File: src/hdl/rvlw_pkg.sv
`timescale 1ns / 1ps
// Shared types and constants of the ray voxel line walker.
// No dependencies; used by the front, back and top-level modules.
package rvlw_pkg;

   localparam int GRID_BITS      = 12;
   localparam int CSR_INDEX_BITS = 1;
   localparam int CMP_BITS       = 17;

   localparam logic [CSR_INDEX_BITS-1:0] CSR_GRID_COLUMNS = 1'd0;
   localparam logic [CSR_INDEX_BITS-1:0] CSR_GRID_ROWS    = 1'd1;
   localparam logic [GRID_BITS-1:0]      GRID_RESET       = 12'd2048;

   typedef enum logic [2:0] {
      AXIS_X = 3'b001,
      AXIS_Y = 3'b010,
      AXIS_Z = 3'b100
   } rvlw_axis_type;

   typedef struct packed {
      rvlw_axis_type major;
      logic          neg_x;
      logic          neg_y;
      logic          neg_z;
   } rvlw_dir_type;

   typedef enum logic [1:0] {
      WALK_IDLE = 2'b01,
      WALK_RUN  = 2'b10
   } rvlw_walk_type;

   function automatic logic in_grid(input logic signed [CMP_BITS-1:0] pos,
                                    input logic [GRID_BITS-1:0] limit);
      logic [CMP_BITS-1:0] lim_ext;
      lim_ext = CMP_BITS'(limit);
      return !pos[CMP_BITS-1] && (CMP_BITS'(pos) < lim_ext);
   endfunction

endpackage

File: src/hdl/ray_voxel_line_walker.sv
`timescale 1ns / 1ps
// Top level of the ray voxel line walker: configuration registers, front end,
// descriptor queue and back end. Uses rvlw_pkg, rvlw_fifo, rvlw_front, rvlw_back.
//
// Usage: write a ray (start and end voxel) with push while full is low. Each
// ray gives zero or more voxel results on the result side, read with pop
// while empty is low; the final one of a ray carries last_voxel, and also
// truncated when the walk was cut after MAX_STEPS voxels. A ray whose end
// column or row lies outside grid_columns/grid_rows gives no results.
// Throughput: one voxel per cycle while the walk runs and the result queue is
// not full. For each ray the stepping unit loads it, steps through its voxels
// and then checks for the end; it takes one ray at a time. The front end
// classifies the next rays meanwhile and holds up to two of them in its queue
// plus two in its pipeline.
// Reset clears all queues and pipelines and sets both grid registers to 2048.
// A stalled result side fills the two-entry result queue, which halts the
// stepping unit, then the ray queue, then full rises on the input.
// Write csr_ registers only while no ray is in flight.
module ray_voxel_line_walker #(
   parameter int MAX_STEPS   = 64,
   parameter int COORD_BITS  = 12,
   parameter int HEIGHT_BITS = 8
) (
   input  logic                                clock,
   input  logic                                reset,
   input  logic                                push,
   output logic                                full,
   input  logic signed [COORD_BITS-1:0]        req_start_x,
   input  logic signed [COORD_BITS-1:0]        req_start_y,
   input  logic signed [HEIGHT_BITS-1:0]       req_start_z,
   input  logic signed [COORD_BITS-1:0]        req_end_x,
   input  logic signed [COORD_BITS-1:0]        req_end_y,
   input  logic signed [HEIGHT_BITS-1:0]       req_end_z,
   output logic                                empty,
   input  logic                                pop,
   output logic signed [COORD_BITS-1:0]        rsp_voxel_x,
   output logic signed [COORD_BITS-1:0]        rsp_voxel_y,
   output logic signed [HEIGHT_BITS-1:0]       rsp_voxel_z,
   output logic                                rsp_inside_grid,
   output logic                                rsp_truncated,
   output logic                                rsp_last_voxel,
   input  logic                                csr_write_enable,
   input  logic [rvlw_pkg::CSR_INDEX_BITS-1:0] csr_index,
   input  logic [rvlw_pkg::GRID_BITS-1:0]      csr_write_data
);

   import rvlw_pkg::*;

   localparam int DIFF_BITS = (COORD_BITS > HEIGHT_BITS) ? COORD_BITS : HEIGHT_BITS;
   localparam int ERR_BITS  = DIFF_BITS + 3;
   localparam int DESC_BITS = $bits(rvlw_dir_type) + 4 * COORD_BITS
                              + 2 * HEIGHT_BITS + 4 * DIFF_BITS + 3 * ERR_BITS;

   logic [GRID_BITS-1:0] grid_columns_ff;
   logic [GRID_BITS-1:0] grid_rows_ff;

   logic                 desc_push;
   logic                 desc_full;
   logic [DESC_BITS-1:0] desc_in;
   logic                 desc_pop;
   logic                 desc_empty;
   logic [DESC_BITS-1:0] desc_out;

   always_ff @(posedge clock) begin
      if (reset) begin
         grid_columns_ff <= GRID_RESET;
         grid_rows_ff    <= GRID_RESET;
      end else if (csr_write_enable) begin
         case (csr_index)
            CSR_GRID_COLUMNS: grid_columns_ff <= csr_write_data;
            CSR_GRID_ROWS:    grid_rows_ff    <= csr_write_data;
            default: ;
         endcase
      end
   end

   rvlw_front #(
      .COORD_BITS  (COORD_BITS),
      .HEIGHT_BITS (HEIGHT_BITS)
   ) u_front (
      .clock        (clock),
      .reset        (reset),
      .grid_columns (grid_columns_ff),
      .grid_rows    (grid_rows_ff),
      .push         (push),
      .full         (full),
      .start_x      (req_start_x),
      .start_y      (req_start_y),
      .start_z      (req_start_z),
      .end_x        (req_end_x),
      .end_y        (req_end_y),
      .end_z        (req_end_z),
      .desc_push    (desc_push),
      .desc_full    (desc_full),
      .desc_data    (desc_in)
   );

   rvlw_fifo #(
      .WIDTH (DESC_BITS),
      .DEPTH (2)
   ) u_desc_fifo (
      .clock     (clock),
      .reset     (reset),
      .push      (desc_push),
      .push_data (desc_in),
      .full      (desc_full),
      .pop       (desc_pop),
      .empty     (desc_empty),
      .pop_data  (desc_out)
   );

   rvlw_back #(
      .MAX_STEPS   (MAX_STEPS),
      .COORD_BITS  (COORD_BITS),
      .HEIGHT_BITS (HEIGHT_BITS)
   ) u_back (
      .clock        (clock),
      .reset        (reset),
      .grid_columns (grid_columns_ff),
      .grid_rows    (grid_rows_ff),
      .desc_empty   (desc_empty),
      .desc_pop     (desc_pop),
      .desc_data    (desc_out),
      .empty        (empty),
      .pop          (pop),
      .voxel_x      (rsp_voxel_x),
      .voxel_y      (rsp_voxel_y),
      .voxel_z      (rsp_voxel_z),
      .inside_grid  (rsp_inside_grid),
      .truncated    (rsp_truncated),
      .last_voxel   (rsp_last_voxel)
   );

endmodule

File: src/hdl/rvlw_fifo.sv
`timescale 1ns / 1ps
// Small register-based first-in first-out queue with push/full and pop/empty.
// No dependencies; used between front and back and at the result side.
module rvlw_fifo #(
   parameter int WIDTH = 8,
   parameter int DEPTH = 2
) (
   input  logic             clock,
   input  logic             reset,
   input  logic             push,
   input  logic [WIDTH-1:0] push_data,
   output logic             full,
   input  logic             pop,
   output logic             empty,
   output logic [WIDTH-1:0] pop_data
);

   localparam int PTR_BITS = (DEPTH > 1) ? $clog2(DEPTH) : 1;
   localparam int CNT_BITS = $clog2(DEPTH + 1);

   logic [WIDTH-1:0]    mem_ff [DEPTH];
   logic [PTR_BITS-1:0] wr_ptr_ff;
   logic [PTR_BITS-1:0] wr_ptr_in;
   logic [PTR_BITS-1:0] rd_ptr_ff;
   logic [PTR_BITS-1:0] rd_ptr_in;
   logic [CNT_BITS-1:0] count_ff;
   logic [CNT_BITS-1:0] count_in;
   logic                push_ok;
   logic                pop_ok;

   assign full     = (count_ff == CNT_BITS'(DEPTH));
   assign empty    = (count_ff == '0);
   assign push_ok  = push && !full;
   assign pop_ok   = pop && !empty;
   assign pop_data = mem_ff[rd_ptr_ff];

   always_comb begin
      wr_ptr_in = wr_ptr_ff;
      rd_ptr_in = rd_ptr_ff;
      count_in  = count_ff;
      if (push_ok) begin
         wr_ptr_in = (wr_ptr_ff == PTR_BITS'(DEPTH - 1)) ? '0 : wr_ptr_ff + PTR_BITS'(1);
      end
      if (pop_ok) begin
         rd_ptr_in = (rd_ptr_ff == PTR_BITS'(DEPTH - 1)) ? '0 : rd_ptr_ff + PTR_BITS'(1);
      end
      if (push_ok && !pop_ok) begin
         count_in = count_ff + CNT_BITS'(1);
      end else if (pop_ok && !push_ok) begin
         count_in = count_ff - CNT_BITS'(1);
      end
   end

   always_ff @(posedge clock) begin
      if (reset) begin
         wr_ptr_ff <= '0;
         rd_ptr_ff <= '0;
         count_ff  <= '0;
      end else begin
         wr_ptr_ff <= wr_ptr_in;
         rd_ptr_ff <= rd_ptr_in;
         count_ff  <= count_in;
      end
   end

   always_ff @(posedge clock) begin
      if (push_ok) begin
         mem_ff[wr_ptr_ff] <= push_data;
      end
   end

endmodule

File: src/hdl/rvlw_front.sv
`timescale 1ns / 1ps
// Front end: takes rays, checks the end cell against the grid, works out
// axis distances, driving axis and initial error terms. Uses rvlw_pkg.
module rvlw_front #(
   parameter int COORD_BITS  = 12,
   parameter int HEIGHT_BITS = 8,
   localparam int DIFF_BITS  = (COORD_BITS > HEIGHT_BITS) ? COORD_BITS : HEIGHT_BITS,
   localparam int ERR_BITS   = DIFF_BITS + 3,
   localparam int DESC_BITS  = $bits(rvlw_pkg::rvlw_dir_type) + 4 * COORD_BITS
                               + 2 * HEIGHT_BITS + 4 * DIFF_BITS + 3 * ERR_BITS
) (
   input  logic                              clock,
   input  logic                              reset,
   input  logic [rvlw_pkg::GRID_BITS-1:0]    grid_columns,
   input  logic [rvlw_pkg::GRID_BITS-1:0]    grid_rows,
   input  logic                              push,
   output logic                              full,
   input  logic signed [COORD_BITS-1:0]      start_x,
   input  logic signed [COORD_BITS-1:0]      start_y,
   input  logic signed [HEIGHT_BITS-1:0]     start_z,
   input  logic signed [COORD_BITS-1:0]      end_x,
   input  logic signed [COORD_BITS-1:0]      end_y,
   input  logic signed [HEIGHT_BITS-1:0]     end_z,
   output logic                              desc_push,
   input  logic                              desc_full,
   output logic [DESC_BITS-1:0]              desc_data
);

   import rvlw_pkg::*;

   // stage A: captured ray
   logic                          a_valid_ff;
   logic signed [COORD_BITS-1:0]  a_sx_ff, a_sy_ff, a_ex_ff, a_ey_ff;
   logic signed [HEIGHT_BITS-1:0] a_sz_ff, a_ez_ff;
   logic                          a_ready;
   logic                          accept;

   // stage A logic
   logic signed [COORD_BITS:0]    sub_x, sub_y;
   logic signed [HEIGHT_BITS:0]   sub_z;
   logic [COORD_BITS:0]           abs_x, abs_y;
   logic [HEIGHT_BITS:0]          abs_z;
   logic                          keep_in;

   // stage B: distances and signs
   logic                          b_valid_ff;
   logic                          b_keep_ff;
   logic signed [COORD_BITS-1:0]  b_sx_ff, b_sy_ff, b_ex_ff, b_ey_ff;
   logic signed [HEIGHT_BITS-1:0] b_sz_ff, b_ez_ff;
   logic [DIFF_BITS-1:0]          b_dx_ff, b_dy_ff, b_dz_ff;
   logic                          b_neg_x_ff, b_neg_y_ff, b_neg_z_ff;
   logic                          b_ready;
   logic                          b_leave;

   // stage B logic
   rvlw_dir_type                  dir;
   logic [DIFF_BITS-1:0]          d_major;
   logic [ERR_BITS-1:0]           err_x, err_y, err_z;

   assign a_ready = !a_valid_ff || b_ready;
   assign full    = !a_ready;
   assign accept  = push && a_ready;

   always_ff @(posedge clock) begin
      if (reset) begin
         a_valid_ff <= 1'b0;
      end else if (a_ready) begin
         a_valid_ff <= push;
      end
   end

   always_ff @(posedge clock) begin
      if (accept) begin
         a_sx_ff <= start_x;
         a_sy_ff <= start_y;
         a_sz_ff <= start_z;
         a_ex_ff <= end_x;
         a_ey_ff <= end_y;
         a_ez_ff <= end_z;
      end
   end

   always_comb begin
      sub_x   = {a_ex_ff[COORD_BITS-1], a_ex_ff} - {a_sx_ff[COORD_BITS-1], a_sx_ff};
      sub_y   = {a_ey_ff[COORD_BITS-1], a_ey_ff} - {a_sy_ff[COORD_BITS-1], a_sy_ff};
      sub_z   = {a_ez_ff[HEIGHT_BITS-1], a_ez_ff} - {a_sz_ff[HEIGHT_BITS-1], a_sz_ff};
      abs_x   = sub_x[COORD_BITS] ? -sub_x : sub_x;
      abs_y   = sub_y[COORD_BITS] ? -sub_y : sub_y;
      abs_z   = sub_z[HEIGHT_BITS] ? -sub_z : sub_z;
      keep_in = in_grid(CMP_BITS'(a_ex_ff), grid_columns)
                && in_grid(CMP_BITS'(a_ey_ff), grid_rows);
   end

   assign b_leave = !b_keep_ff || !desc_full;
   assign b_ready = !b_valid_ff || b_leave;

   always_ff @(posedge clock) begin
      if (reset) begin
         b_valid_ff <= 1'b0;
      end else if (b_ready) begin
         b_valid_ff <= a_valid_ff;
      end
   end

   always_ff @(posedge clock) begin
      if (b_ready && a_valid_ff) begin
         b_keep_ff  <= keep_in;
         b_sx_ff    <= a_sx_ff;
         b_sy_ff    <= a_sy_ff;
         b_sz_ff    <= a_sz_ff;
         b_ex_ff    <= a_ex_ff;
         b_ey_ff    <= a_ey_ff;
         b_ez_ff    <= a_ez_ff;
         b_dx_ff    <= DIFF_BITS'(abs_x[COORD_BITS-1:0]);
         b_dy_ff    <= DIFF_BITS'(abs_y[COORD_BITS-1:0]);
         b_dz_ff    <= DIFF_BITS'(abs_z[HEIGHT_BITS-1:0]);
         b_neg_x_ff <= sub_x[COORD_BITS] || (sub_x == '0);
         b_neg_y_ff <= sub_y[COORD_BITS] || (sub_y == '0);
         b_neg_z_ff <= sub_z[HEIGHT_BITS] || (sub_z == '0);
      end
   end

   always_comb begin
      dir.neg_x = b_neg_x_ff;
      dir.neg_y = b_neg_y_ff;
      dir.neg_z = b_neg_z_ff;
      if (b_dx_ff >= b_dy_ff && b_dx_ff >= b_dz_ff) begin
         dir.major = AXIS_X;
         d_major   = b_dx_ff;
      end else if (b_dy_ff >= b_dz_ff) begin
         dir.major = AXIS_Y;
         d_major   = b_dy_ff;
      end else begin
         dir.major = AXIS_Z;
         d_major   = b_dz_ff;
      end
      err_x = ERR_BITS'({b_dx_ff, 1'b0}) - ERR_BITS'(d_major);
      err_y = ERR_BITS'({b_dy_ff, 1'b0}) - ERR_BITS'(d_major);
      err_z = ERR_BITS'({b_dz_ff, 1'b0}) - ERR_BITS'(d_major);
   end

   assign desc_push = b_valid_ff && b_keep_ff;
   assign desc_data = {dir, b_sx_ff, b_sy_ff, b_sz_ff, b_ex_ff, b_ey_ff, b_ez_ff,
                       b_dx_ff, b_dy_ff, b_dz_ff, d_major, err_x, err_y, err_z};

endmodule

File: src/hdl/rvlw_back.sv
`timescale 1ns / 1ps
// Back end: steps one ray voxel by voxel, holding one voxel back to mark the
// last one, and queues results. Uses rvlw_pkg and rvlw_fifo.
module rvlw_back #(
   parameter int MAX_STEPS   = 64,
   parameter int COORD_BITS  = 12,
   parameter int HEIGHT_BITS = 8,
   localparam int DIFF_BITS  = (COORD_BITS > HEIGHT_BITS) ? COORD_BITS : HEIGHT_BITS,
   localparam int ERR_BITS   = DIFF_BITS + 3,
   localparam int DESC_BITS  = $bits(rvlw_pkg::rvlw_dir_type) + 4 * COORD_BITS
                               + 2 * HEIGHT_BITS + 4 * DIFF_BITS + 3 * ERR_BITS
) (
   input  logic                           clock,
   input  logic                           reset,
   input  logic [rvlw_pkg::GRID_BITS-1:0] grid_columns,
   input  logic [rvlw_pkg::GRID_BITS-1:0] grid_rows,
   input  logic                           desc_empty,
   output logic                           desc_pop,
   input  logic [DESC_BITS-1:0]           desc_data,
   output logic                           empty,
   input  logic                           pop,
   output logic signed [COORD_BITS-1:0]   voxel_x,
   output logic signed [COORD_BITS-1:0]   voxel_y,
   output logic signed [HEIGHT_BITS-1:0]  voxel_z,
   output logic                           inside_grid,
   output logic                           truncated,
   output logic                           last_voxel
);

   import rvlw_pkg::*;

   localparam int CNT_BITS = $clog2(MAX_STEPS + 1);
   localparam int OUT_BITS = 2 * COORD_BITS + HEIGHT_BITS + 3;

   rvlw_dir_type                  q_dir;
   logic signed [COORD_BITS-1:0]  q_sx, q_sy, q_ex, q_ey;
   logic signed [HEIGHT_BITS-1:0] q_sz, q_ez;
   logic [DIFF_BITS-1:0]          q_dx, q_dy, q_dz, q_dmaj;
   logic [ERR_BITS-1:0]           q_err_x, q_err_y, q_err_z;

   rvlw_walk_type                 walk_ff;
   rvlw_walk_type                 walk_in;
   rvlw_dir_type                  dir_ff;
   logic signed [COORD_BITS-1:0]  pos_x_ff, pos_y_ff, end_x_ff, end_y_ff;
   logic signed [HEIGHT_BITS-1:0] pos_z_ff, end_z_ff;
   logic [ERR_BITS-1:0]           two_dx_ff, two_dy_ff, two_dz_ff, two_dmaj_ff;
   logic [ERR_BITS-1:0]           err_x_ff, err_y_ff, err_z_ff;
   logic [CNT_BITS-1:0]           count_ff;
   logic                          pend_valid_ff;
   logic signed [COORD_BITS-1:0]  pend_x_ff, pend_y_ff;
   logic signed [HEIGHT_BITS-1:0] pend_z_ff;
   logic                          pend_inside_ff;

   logic                          step_x, step_y, step_z;
   logic signed [COORD_BITS-1:0]  nx, ny;
   logic signed [HEIGHT_BITS-1:0] nz;
   logic [ERR_BITS-1:0]           err_x_in, err_y_in, err_z_in;
   logic                          major_done;
   logic                          hit_end;
   logic                          at_limit;
   logic                          finish;
   logic                          step_ok;
   logic                          load;
   logic                          next_inside;

   logic                          out_push;
   logic                          out_full;
   logic [OUT_BITS-1:0]           out_data;
   logic [OUT_BITS-1:0]           out_head;

   assign {q_dir, q_sx, q_sy, q_sz, q_ex, q_ey, q_ez,
           q_dx, q_dy, q_dz, q_dmaj, q_err_x, q_err_y, q_err_z} = desc_data;

   assign load     = (walk_ff == WALK_IDLE) && !desc_empty;
   assign desc_pop = load;
   assign step_ok  = (walk_ff == WALK_RUN) && !out_full;

   always_comb begin
      step_x   = (dir_ff.major == AXIS_X) || !err_x_ff[ERR_BITS-1];
      step_y   = (dir_ff.major == AXIS_Y) || !err_y_ff[ERR_BITS-1];
      step_z   = (dir_ff.major == AXIS_Z) || !err_z_ff[ERR_BITS-1];
      nx       = pos_x_ff;
      ny       = pos_y_ff;
      nz       = pos_z_ff;
      if (step_x) begin
         nx = dir_ff.neg_x ? pos_x_ff - COORD_BITS'(1) : pos_x_ff + COORD_BITS'(1);
      end
      if (step_y) begin
         ny = dir_ff.neg_y ? pos_y_ff - COORD_BITS'(1) : pos_y_ff + COORD_BITS'(1);
      end
      if (step_z) begin
         nz = dir_ff.neg_z ? pos_z_ff - HEIGHT_BITS'(1) : pos_z_ff + HEIGHT_BITS'(1);
      end
      err_x_in = err_x_ff + two_dx_ff - (step_x ? two_dmaj_ff : '0);
      err_y_in = err_y_ff + two_dy_ff - (step_y ? two_dmaj_ff : '0);
      err_z_in = err_z_ff + two_dz_ff - (step_z ? two_dmaj_ff : '0);
      case (dir_ff.major)
         AXIS_X:  major_done = (pos_x_ff == end_x_ff);
         AXIS_Y:  major_done = (pos_y_ff == end_y_ff);
         AXIS_Z:  major_done = (pos_z_ff == end_z_ff);
         default: major_done = 1'b1;
      endcase
      hit_end     = (nx == end_x_ff) && (ny == end_y_ff);
      at_limit    = (count_ff == CNT_BITS'(MAX_STEPS));
      finish      = major_done || hit_end || at_limit;
      next_inside = in_grid(CMP_BITS'(nx), grid_columns) && in_grid(CMP_BITS'(ny), grid_rows);
   end

   always_comb begin
      walk_in = walk_ff;
      case (walk_ff)
         WALK_IDLE: begin
            if (load) begin
               walk_in = WALK_RUN;
            end
         end
         WALK_RUN: begin
            if (step_ok && finish) begin
               walk_in = WALK_IDLE;
            end
         end
         default: walk_in = WALK_IDLE;
      endcase
   end

   always_ff @(posedge clock) begin
      if (reset) begin
         walk_ff       <= WALK_IDLE;
         pend_valid_ff <= 1'b0;
         count_ff      <= '0;
      end else begin
         walk_ff <= walk_in;
         if (load) begin
            pend_valid_ff <= 1'b0;
            count_ff      <= '0;
         end else if (step_ok) begin
            pend_valid_ff <= !finish;
            if (!finish) begin
               count_ff <= count_ff + CNT_BITS'(1);
            end
         end
      end
   end

   always_ff @(posedge clock) begin
      if (load) begin
         dir_ff      <= q_dir;
         pos_x_ff    <= q_sx;
         pos_y_ff    <= q_sy;
         pos_z_ff    <= q_sz;
         end_x_ff    <= q_ex;
         end_y_ff    <= q_ey;
         end_z_ff    <= q_ez;
         two_dx_ff   <= ERR_BITS'({q_dx, 1'b0});
         two_dy_ff   <= ERR_BITS'({q_dy, 1'b0});
         two_dz_ff   <= ERR_BITS'({q_dz, 1'b0});
         two_dmaj_ff <= ERR_BITS'({q_dmaj, 1'b0});
         err_x_ff    <= q_err_x;
         err_y_ff    <= q_err_y;
         err_z_ff    <= q_err_z;
      end else if (step_ok && !finish) begin
         pos_x_ff       <= nx;
         pos_y_ff       <= ny;
         pos_z_ff       <= nz;
         err_x_ff       <= err_x_in;
         err_y_ff       <= err_y_in;
         err_z_ff       <= err_z_in;
         pend_x_ff      <= nx;
         pend_y_ff      <= ny;
         pend_z_ff      <= nz;
         pend_inside_ff <= next_inside;
      end
   end

   // release the held voxel on every step; flag it when the walk ends
   assign out_push = step_ok && pend_valid_ff;
   assign out_data = {pend_x_ff, pend_y_ff, pend_z_ff, pend_inside_ff,
                      finish && at_limit && !major_done && !hit_end, finish};

   rvlw_fifo #(
      .WIDTH (OUT_BITS),
      .DEPTH (2)
   ) u_out_fifo (
      .clock     (clock),
      .reset     (reset),
      .push      (out_push),
      .push_data (out_data),
      .full      (out_full),
      .pop       (pop),
      .empty     (empty),
      .pop_data  (out_head)
   );

   assign {voxel_x, voxel_y, voxel_z, inside_grid, truncated, last_voxel} = out_head;

endmodule

File: config.mk
export PLATFORM = sky130hd
export DESIGN_NAME = ray_voxel_line_walker
export DESIGN_NICKNAME = d
export VERILOG_FILES = /design/src/hdl/rvlw_pkg.sv /design/src/hdl/ray_voxel_line_walker.sv /design/src/hdl/rvlw_fifo.sv /design/src/hdl/rvlw_front.sv /design/src/hdl/rvlw_back.sv
export SDC_FILE = /design/constraint.sdc
export NUM_CORES = 1
export LEC_CHECK = 0
export ABC_AREA = 1
export BUFFER_PORTS_ARGS = -buffer_cell sky130_fd_sc_hd__buf_2
export CORE_MARGIN = 5
export CORE_UTILIZATION = 50
export CTS_CLUSTER_SIZE = 16
export DETAILED_ROUTE_END_ITERATION = 10
export PLACE_DENSITY = 0.66
export RECOVER_POWER = 50
export SYNTH_ARGS = -nofsm -noshare
export SYNTH_HDL_FRONTEND = slang
export SYNTH_SLANG_ARGS = --single-unit
File: constraint.sdc
create_clock -name clock -period 9.69 [get_ports clock]
set_input_delay 0.4845 -clock clock [delete_from_list [all_inputs] [get_ports clock]]
set_output_delay 0.4845 -clock clock [all_outputs]
set_load 0.01 [all_outputs]
==> Yosys cells after proc, flatten, opt, wreduce, memory -nomap -nowiden <==
Memories as Yosys holds them, arrays and structs flattened. A register that Yosys moved wholly into a read port is not among the register bits.
Cells that the tools add are included.
{ "op_classes": {"add_sub_neg": 30, "magnitude_cmp": 7, "n_eq_ne": 15, "n_mux": 48, "bitwise": 3, "reduce_logical": 74} }
{ "ops": {"columns": ["cell", "n"], "rows": [
  ["$mux 12", 12],
  ["$mux 15", 6],
  ["$lt 17x12->1", 4],
  ["$eq 12x12->1", 4],
  ["$add 15x13->15", 3],
  ["$sub 15x15->15", 3],
  ["$mux 8", 5],
  ["$mux 13", 3],
  ["$sub 13x12->14", 2],
  ["$logic_and 1x1->1", 27],
  ["$logic_not 13->1", 2],
  ["$sub 12x12->13", 2],
  ["$add 12x2->12 const B", 2],
  ["$ge 12x8->1", 2],
  ["$neg 12->12", 2],
  ["$sub 12x2->12 const B", 2],
  ["$logic_not 1->1", 22],
  ["$sub 9x12->13", 1],
  ["$ge 12x12->1", 1],
  ["$mux 1", 12],
  ["$mux 2", 6],
  ["$logic_or 1x1->1", 11],
  ["$reduce_and 2->1", 5],
  ["$logic_not 9->1", 1],
  ["other kinds (23)", 37]
]} }
{ "word_totals": {"ff_bits": 404, "mem_bits_rw": 388, "in_bits": 82, "out_inout_bits": 37, "wordCells": 232, "mem_count": 2} }
{ "memory_table": {"columns": ["memory", "words", "width", "rd", "rd_clocked_by_memory_dff", "write_ports", "line", "text"], "rows": [
  ["u_desc_fifo.mem_ff", 2, 159, 1, 1, 1, "rvlw_fifo.sv:21", "logic [WIDTH-1:0] mem_ff [DEPTH];"],
  ["u_back.u_out_fifo.mem_ff", 2, 35, 1, 1, 1, "rvlw_fifo.sv:21", null]
]} }

==> Logic depth before layout (Yosys ltp) <==
{ "logic_depth": {"word_depth": 11, "ltp_mapped": 25} }

==> By module <==
From an unflattened synthesis, not the netlist that was laid out.
{ "unflattened": {"cells_unflattened": 3788, "area_unflattened_um2": 41360.9} }
{ "by_module_without_submodules": {"columns": ["module", "n_inst", "cells_per_inst", "area_each_um2", "seq_area_each_um2"], "rows": [
  ["rvlw_back", 1, 1661, 13847.0, 5995.8],
  ["rvlw_fifo at u_desc_fifo", 1, 544, 12276.8, 9889.5],
  ["rvlw_front", 1, 1306, 11374.7, 4964.8],
  ["rvlw_fifo at u_back.u_out_fifo", 1, 146, 2930.3, 2202.1],
  ["ray_voxel_line_walker", 1, 131, 932.1, 480.5]
]} }

==> Worst setup path before layout <==
Ideal clock, no wire load.
{ "synth_path": {"path_type": "flip-flop to flip-flop", "start": "reg u_desc_fifo.count_ff[0]", "end": "mem u_desc_fifo.mem_ff[1][100] in the netlist's numbering (enable)", "setup_ns": 0.666, "t_arrival_ns": 6.869, "t_required_ns": 9.024, "slack_ns": 2.154, "stages_incl_launch_ff": 5, "period_less_slack_ns": 7.536, "cell_sequence": "dfxtp_1 > inv_1 > nand2_1 > nand2_1 > nor2_1"} }
{ "synth_between": {"elab_chain_cells": 5} }
{ "synth_rtl": {"columns": ["element", "line", "text"], "rows": [
  ["from (decl)", "rvlw_fifo.sv:26", "logic [CNT_BITS-1:0] count_ff;"],
  ["from (signal assigned)", "rvlw_fifo.sv:62", "count_ff <= count_in;"],
  ["$eq 2x2->1", "rvlw_fifo.sv:31", "assign full = (count_ff == CNT_BITS'(DEPTH));"],
  ["$logic_not 1->1", "rvlw_fifo.sv:33", "assign push_ok = push && !full;"],
  ["$logic_and 1x1->1", "rvlw_fifo.sv:33", null],
  ["$mux 1", "rvlw_fifo.sv:67", "if (push_ok) begin"],
  ["$mux 1 (not written as such)", "rvlw_fifo.sv:68", "mem_ff[wr_ptr_ff] <= push_data;"],
  ["to (decl)", "rvlw_fifo.sv:21", null]
]} }
No other way between the ends.

==> impl_metrics.py <==
metrics = {
    "run_status": {
        "status": "complete, but fails checks",
        "violations": "capacitance limit, slew limit",
    },
    "power": {
        "p_leak_uw": 0.0182,
        "peakVddDrop_mv": 0.358,
        "powerDensity_nw_per_um2": 360,
    },
    "sta": {
        "worst_pin_slew_ns": 3.72,
        "fin_worst_skew_ns": 0.0385,
        "post-route-period-util": 0.700,
        "slew_viol_final": 482,
        "finalSetupViolCount": 0,
        "fin_ws_ns": 2.90,
        "min_period_ns": 6.79,
        "slew_headroom": -1.48,
        "hold_viol_final": 0,
        "clock.fmax_ghz": 0.147,
        "rsz0062_at_grt": "no",
        "final.setup.tns_ns": 0,
    },
    "logic_synthesis": {
        "synth_area_um2": 38300,
        "synth_edf_count": 727,
        "ys_seq_area_frac": 0.594,
        "synth_top_area_cell": "edfxtp_1",
        "yosysUniqueCellTypes": 62,
        "synthCells": 3701,
        "avgSynthCellArea_um2": 10.4,
        "synth_seq_cells": 773,
        "synth_top_area_share": 0.570,
        "synth_area_leaders": "edfxtp_1 57%, nand2_1 10%, ha_1 5.9%, inv_1 4.6%, dfxtp_1 2.4%",
        "synthArstFlopShare": 0,
        "synth_fp_nets": 4006,
        "synth-main-ff-cell": "edfxtp_1",
        "ys_warn_count": 0,
    },
    "global_routing": {
        "grt_most_used_layer": "met2",
        "grt_util_met2": 0.346,
        "grt_pass1_wl_mm": 144,
        "antenna_found_initial": 4,
        "met3_usage": 0.0445,
        "grt_usage": 0.229,
        "grt_max_degree": 181,
        "overflow": 0,
        "grt_pass1_vias": 24600,
        "met1_usage": 0.344,
    },
    "place": {
        "hpwlAfterDp_mm": 68.5,
        "io_buffers": 118,
        "dp_slack_ns": 5.12,
        "gp_congestion": 0.957,
    },
    "cells_and_area": {
        "drive_above_1_share": 0.0949,
        "diodes": 0,
        "synthToLayoutAreaGrowth_pct": 12.6,
        "final_net_count": 4202,
    },
    "floorplanning": {
        "dieArea_um2": 82300,
        "row_count": 101,
        "fp.dieW_um": 287,
        "io_pins": 119,
        "coreArea_um2": 75900,
        "start_util": 0.505,
        "dieHeight_um": 287,
    },
    "cts": {
        "clk_pin_slew_worst_paths_ns": 0.06,
        "clock_sinks": 773,
        "cts_root_buffer": "clkbuf_16",
        "cts_made_buffers": 82,
        "cts_tree": "built",
        "cts_buffer_depth": 3,
        "ctsResizeCount": 0,
        "clk_latency_ns": 0.64,
        "cts_htree_levels": 3,
    },
    "worst_setup_path": {
        "crit_path_end_kind": "flip-flop",
        "crit_fanout": 79,
        "cp.arrival_ns": 7.13,
        "path_cells": "clkinvlp_2 > buf_4 > or2_2 > o21ai_0 > o2bb2ai_1",
        "max_stage_delay_ns": 3.02,
        "slowest_stage": "clkinvlp_2",
        "required_ns": 10.04,
        "critPathLaunchType": "flip-flop",
        "crit_type": "flip-flop to flip-flop",
    },
    "flow_run": {
        "maxCapViolCount": 9,
    },
    "detailed_routing": {
        "drcViolationCount": 0,
        "vias": 26100,
        "wl_per_cell_um": 19.0,
        "first_pass_iters": 6,
        "antenna_left": 0,
        "routed_via_density": 5.23,
        "drt_iter0_markers": 2373,
        "wirelength_mm": 94.8,
    },
    "min_path": {
        "hp-class": "input port to flip-flop",
    },
}
==> layout by cell type, fill, tap and decap left out, drive strengths merged, types with 117 or more instances in the layout <==
cell / Yosys / layout
a21oi: 157 / 157
nand2: 1093 / 1093
nand3: 142 / 142
nor2: 250 / 250
clkbuf: 51 / 117
ha: 182 / 182
buf: 19 / 118
inv: 488 / 491
edfxtp: 727 / 727
o21ai: 126 / 126
==> report_power, final <==
group	total [uW]	leakage (uW)	switching, uW	internal, uW
clock	3070	0.00128	1310	1760
combinational	7430	0.00981	4920	2510
sequential	5040	0.00708	371	4670
total	15500	0.0182	6600	8940
==> flip-flops by register name (all words and copies together), names as in the netlist, 14 cells and up, named ones only <==
signal and count:
u_back.err_y_ff 14, u_back.err_z_ff 14, u_back.err_x_ff 14, u_desc_fifo.mem_ff 304, u_back.u_out_fifo.mem_ff 70
==> critical path, delay by kind of cell, from the launching register on <==
| family | cells | cell delay (ns) |
|---|---|---|
| simple gates | 1 | 0.43 |
| buf+inv | 2 | 4.26 |
| compound gates | 2 | 0.26 |
| flops | 1 | 1.42 |
==> cells in the mapped netlist (3+ instances only) <==
cell type / number
ha_1: 182
a31oi_1: 47
nand2_4: 6
nand2_2: 32
clkinv_1: 3
buf_2: 3
nand2_1: 1055
o21a_1: 3
nor4_1: 3
nand4_1: 47
o31ai_1: 6
fa_1: 41
nor2_2: 6
nand3_2: 3
xor2_1: 76
mux2_2: 35
o21ai_0: 107
a2111oi_0: 3
clkbuf_1: 50
a211oi_1: 4
o2111ai_1: 3
buf_1: 12
a21o_1: 5
inv_1: 466
o32ai_1: 3
o22ai_1: 4
o21ai_1: 13
nor3_1: 26
nand3b_1: 10
nor2_1: 240
and2_1: 4
inv_2: 22
a221oi_1: 3
o21ai_2: 6
edfxtp_1: 727
nand3_1: 139
xnor2_1: 47
nor2_4: 4
o21bai_1: 14
dfxtp_1: 46
or2_2: 13
a21oi_1: 156
==> area by class of cell <==
cell class,instances,area (um^2)
inverter,491,1840
clock buffer,97,2140
fill,6458,32800
timing repair buffer,182,1150
tap,1030,1290
sequential,773,22800
clock inverter,52,508
multi-input combinational,2367,13500
==> worst paths after layout <==
check	from	end	slack [ns]	depth (start not counted)
max	flip-flop	u_back.err_x_ff[5]	2.90	5
min reg2reg	u_front.b_sz_ff[4]	u_desc_fifo.mem_ff[1][125]	0.42	0
min	req_start_x[10]	u_front.a_sx_ff[10]	0.03	1
max reg2reg	flip-flop	u_back.err_x_ff[5]	2.90	5
==> per-layer routing <==
metal  wire length [um]  up-vias  share of wire
met4               1990        0          0.021
li1                   -    12800              -
met1              43400    12300           0.46
met5                  0        -              0
met2              41400      849           0.44
met3               7940      135          0.084
==> logic make-up after synthesis <==
family | Yosys count | synth area share
simple gates | 1595 | 0.173
flops | 773 | 0.594
buf+inv | 561 | 0.0557
compound gates | 391 | 0.0581
fa+ha+maj | 223 | 0.0808
xor+xnor | 123 | 0.0281
mux | 35 | 0.0103
==> what timing repair did <==
item,4_1_cts,5_1_grt
hold buffers,44,0
endpoints found under the hold margin,44,0
buffers inserted,0,0
==> metrics by stage <==
step                       util  area, um^2  cells  hold slack (ns)  power [uW]
after floorplan               -       38300   3701            0.421       10300
after global placement    0.529       40100   4799            0.422       12300
after detailed placement  0.529       40100   4799            0.430       12400
after CTS                 0.569       43200   4992         0.000903       15500
after global routing      0.568       43200   4992           0.0105       16800
final                     0.568       43200   4992           0.0270       15500
(Power assumes the default switching activity.)
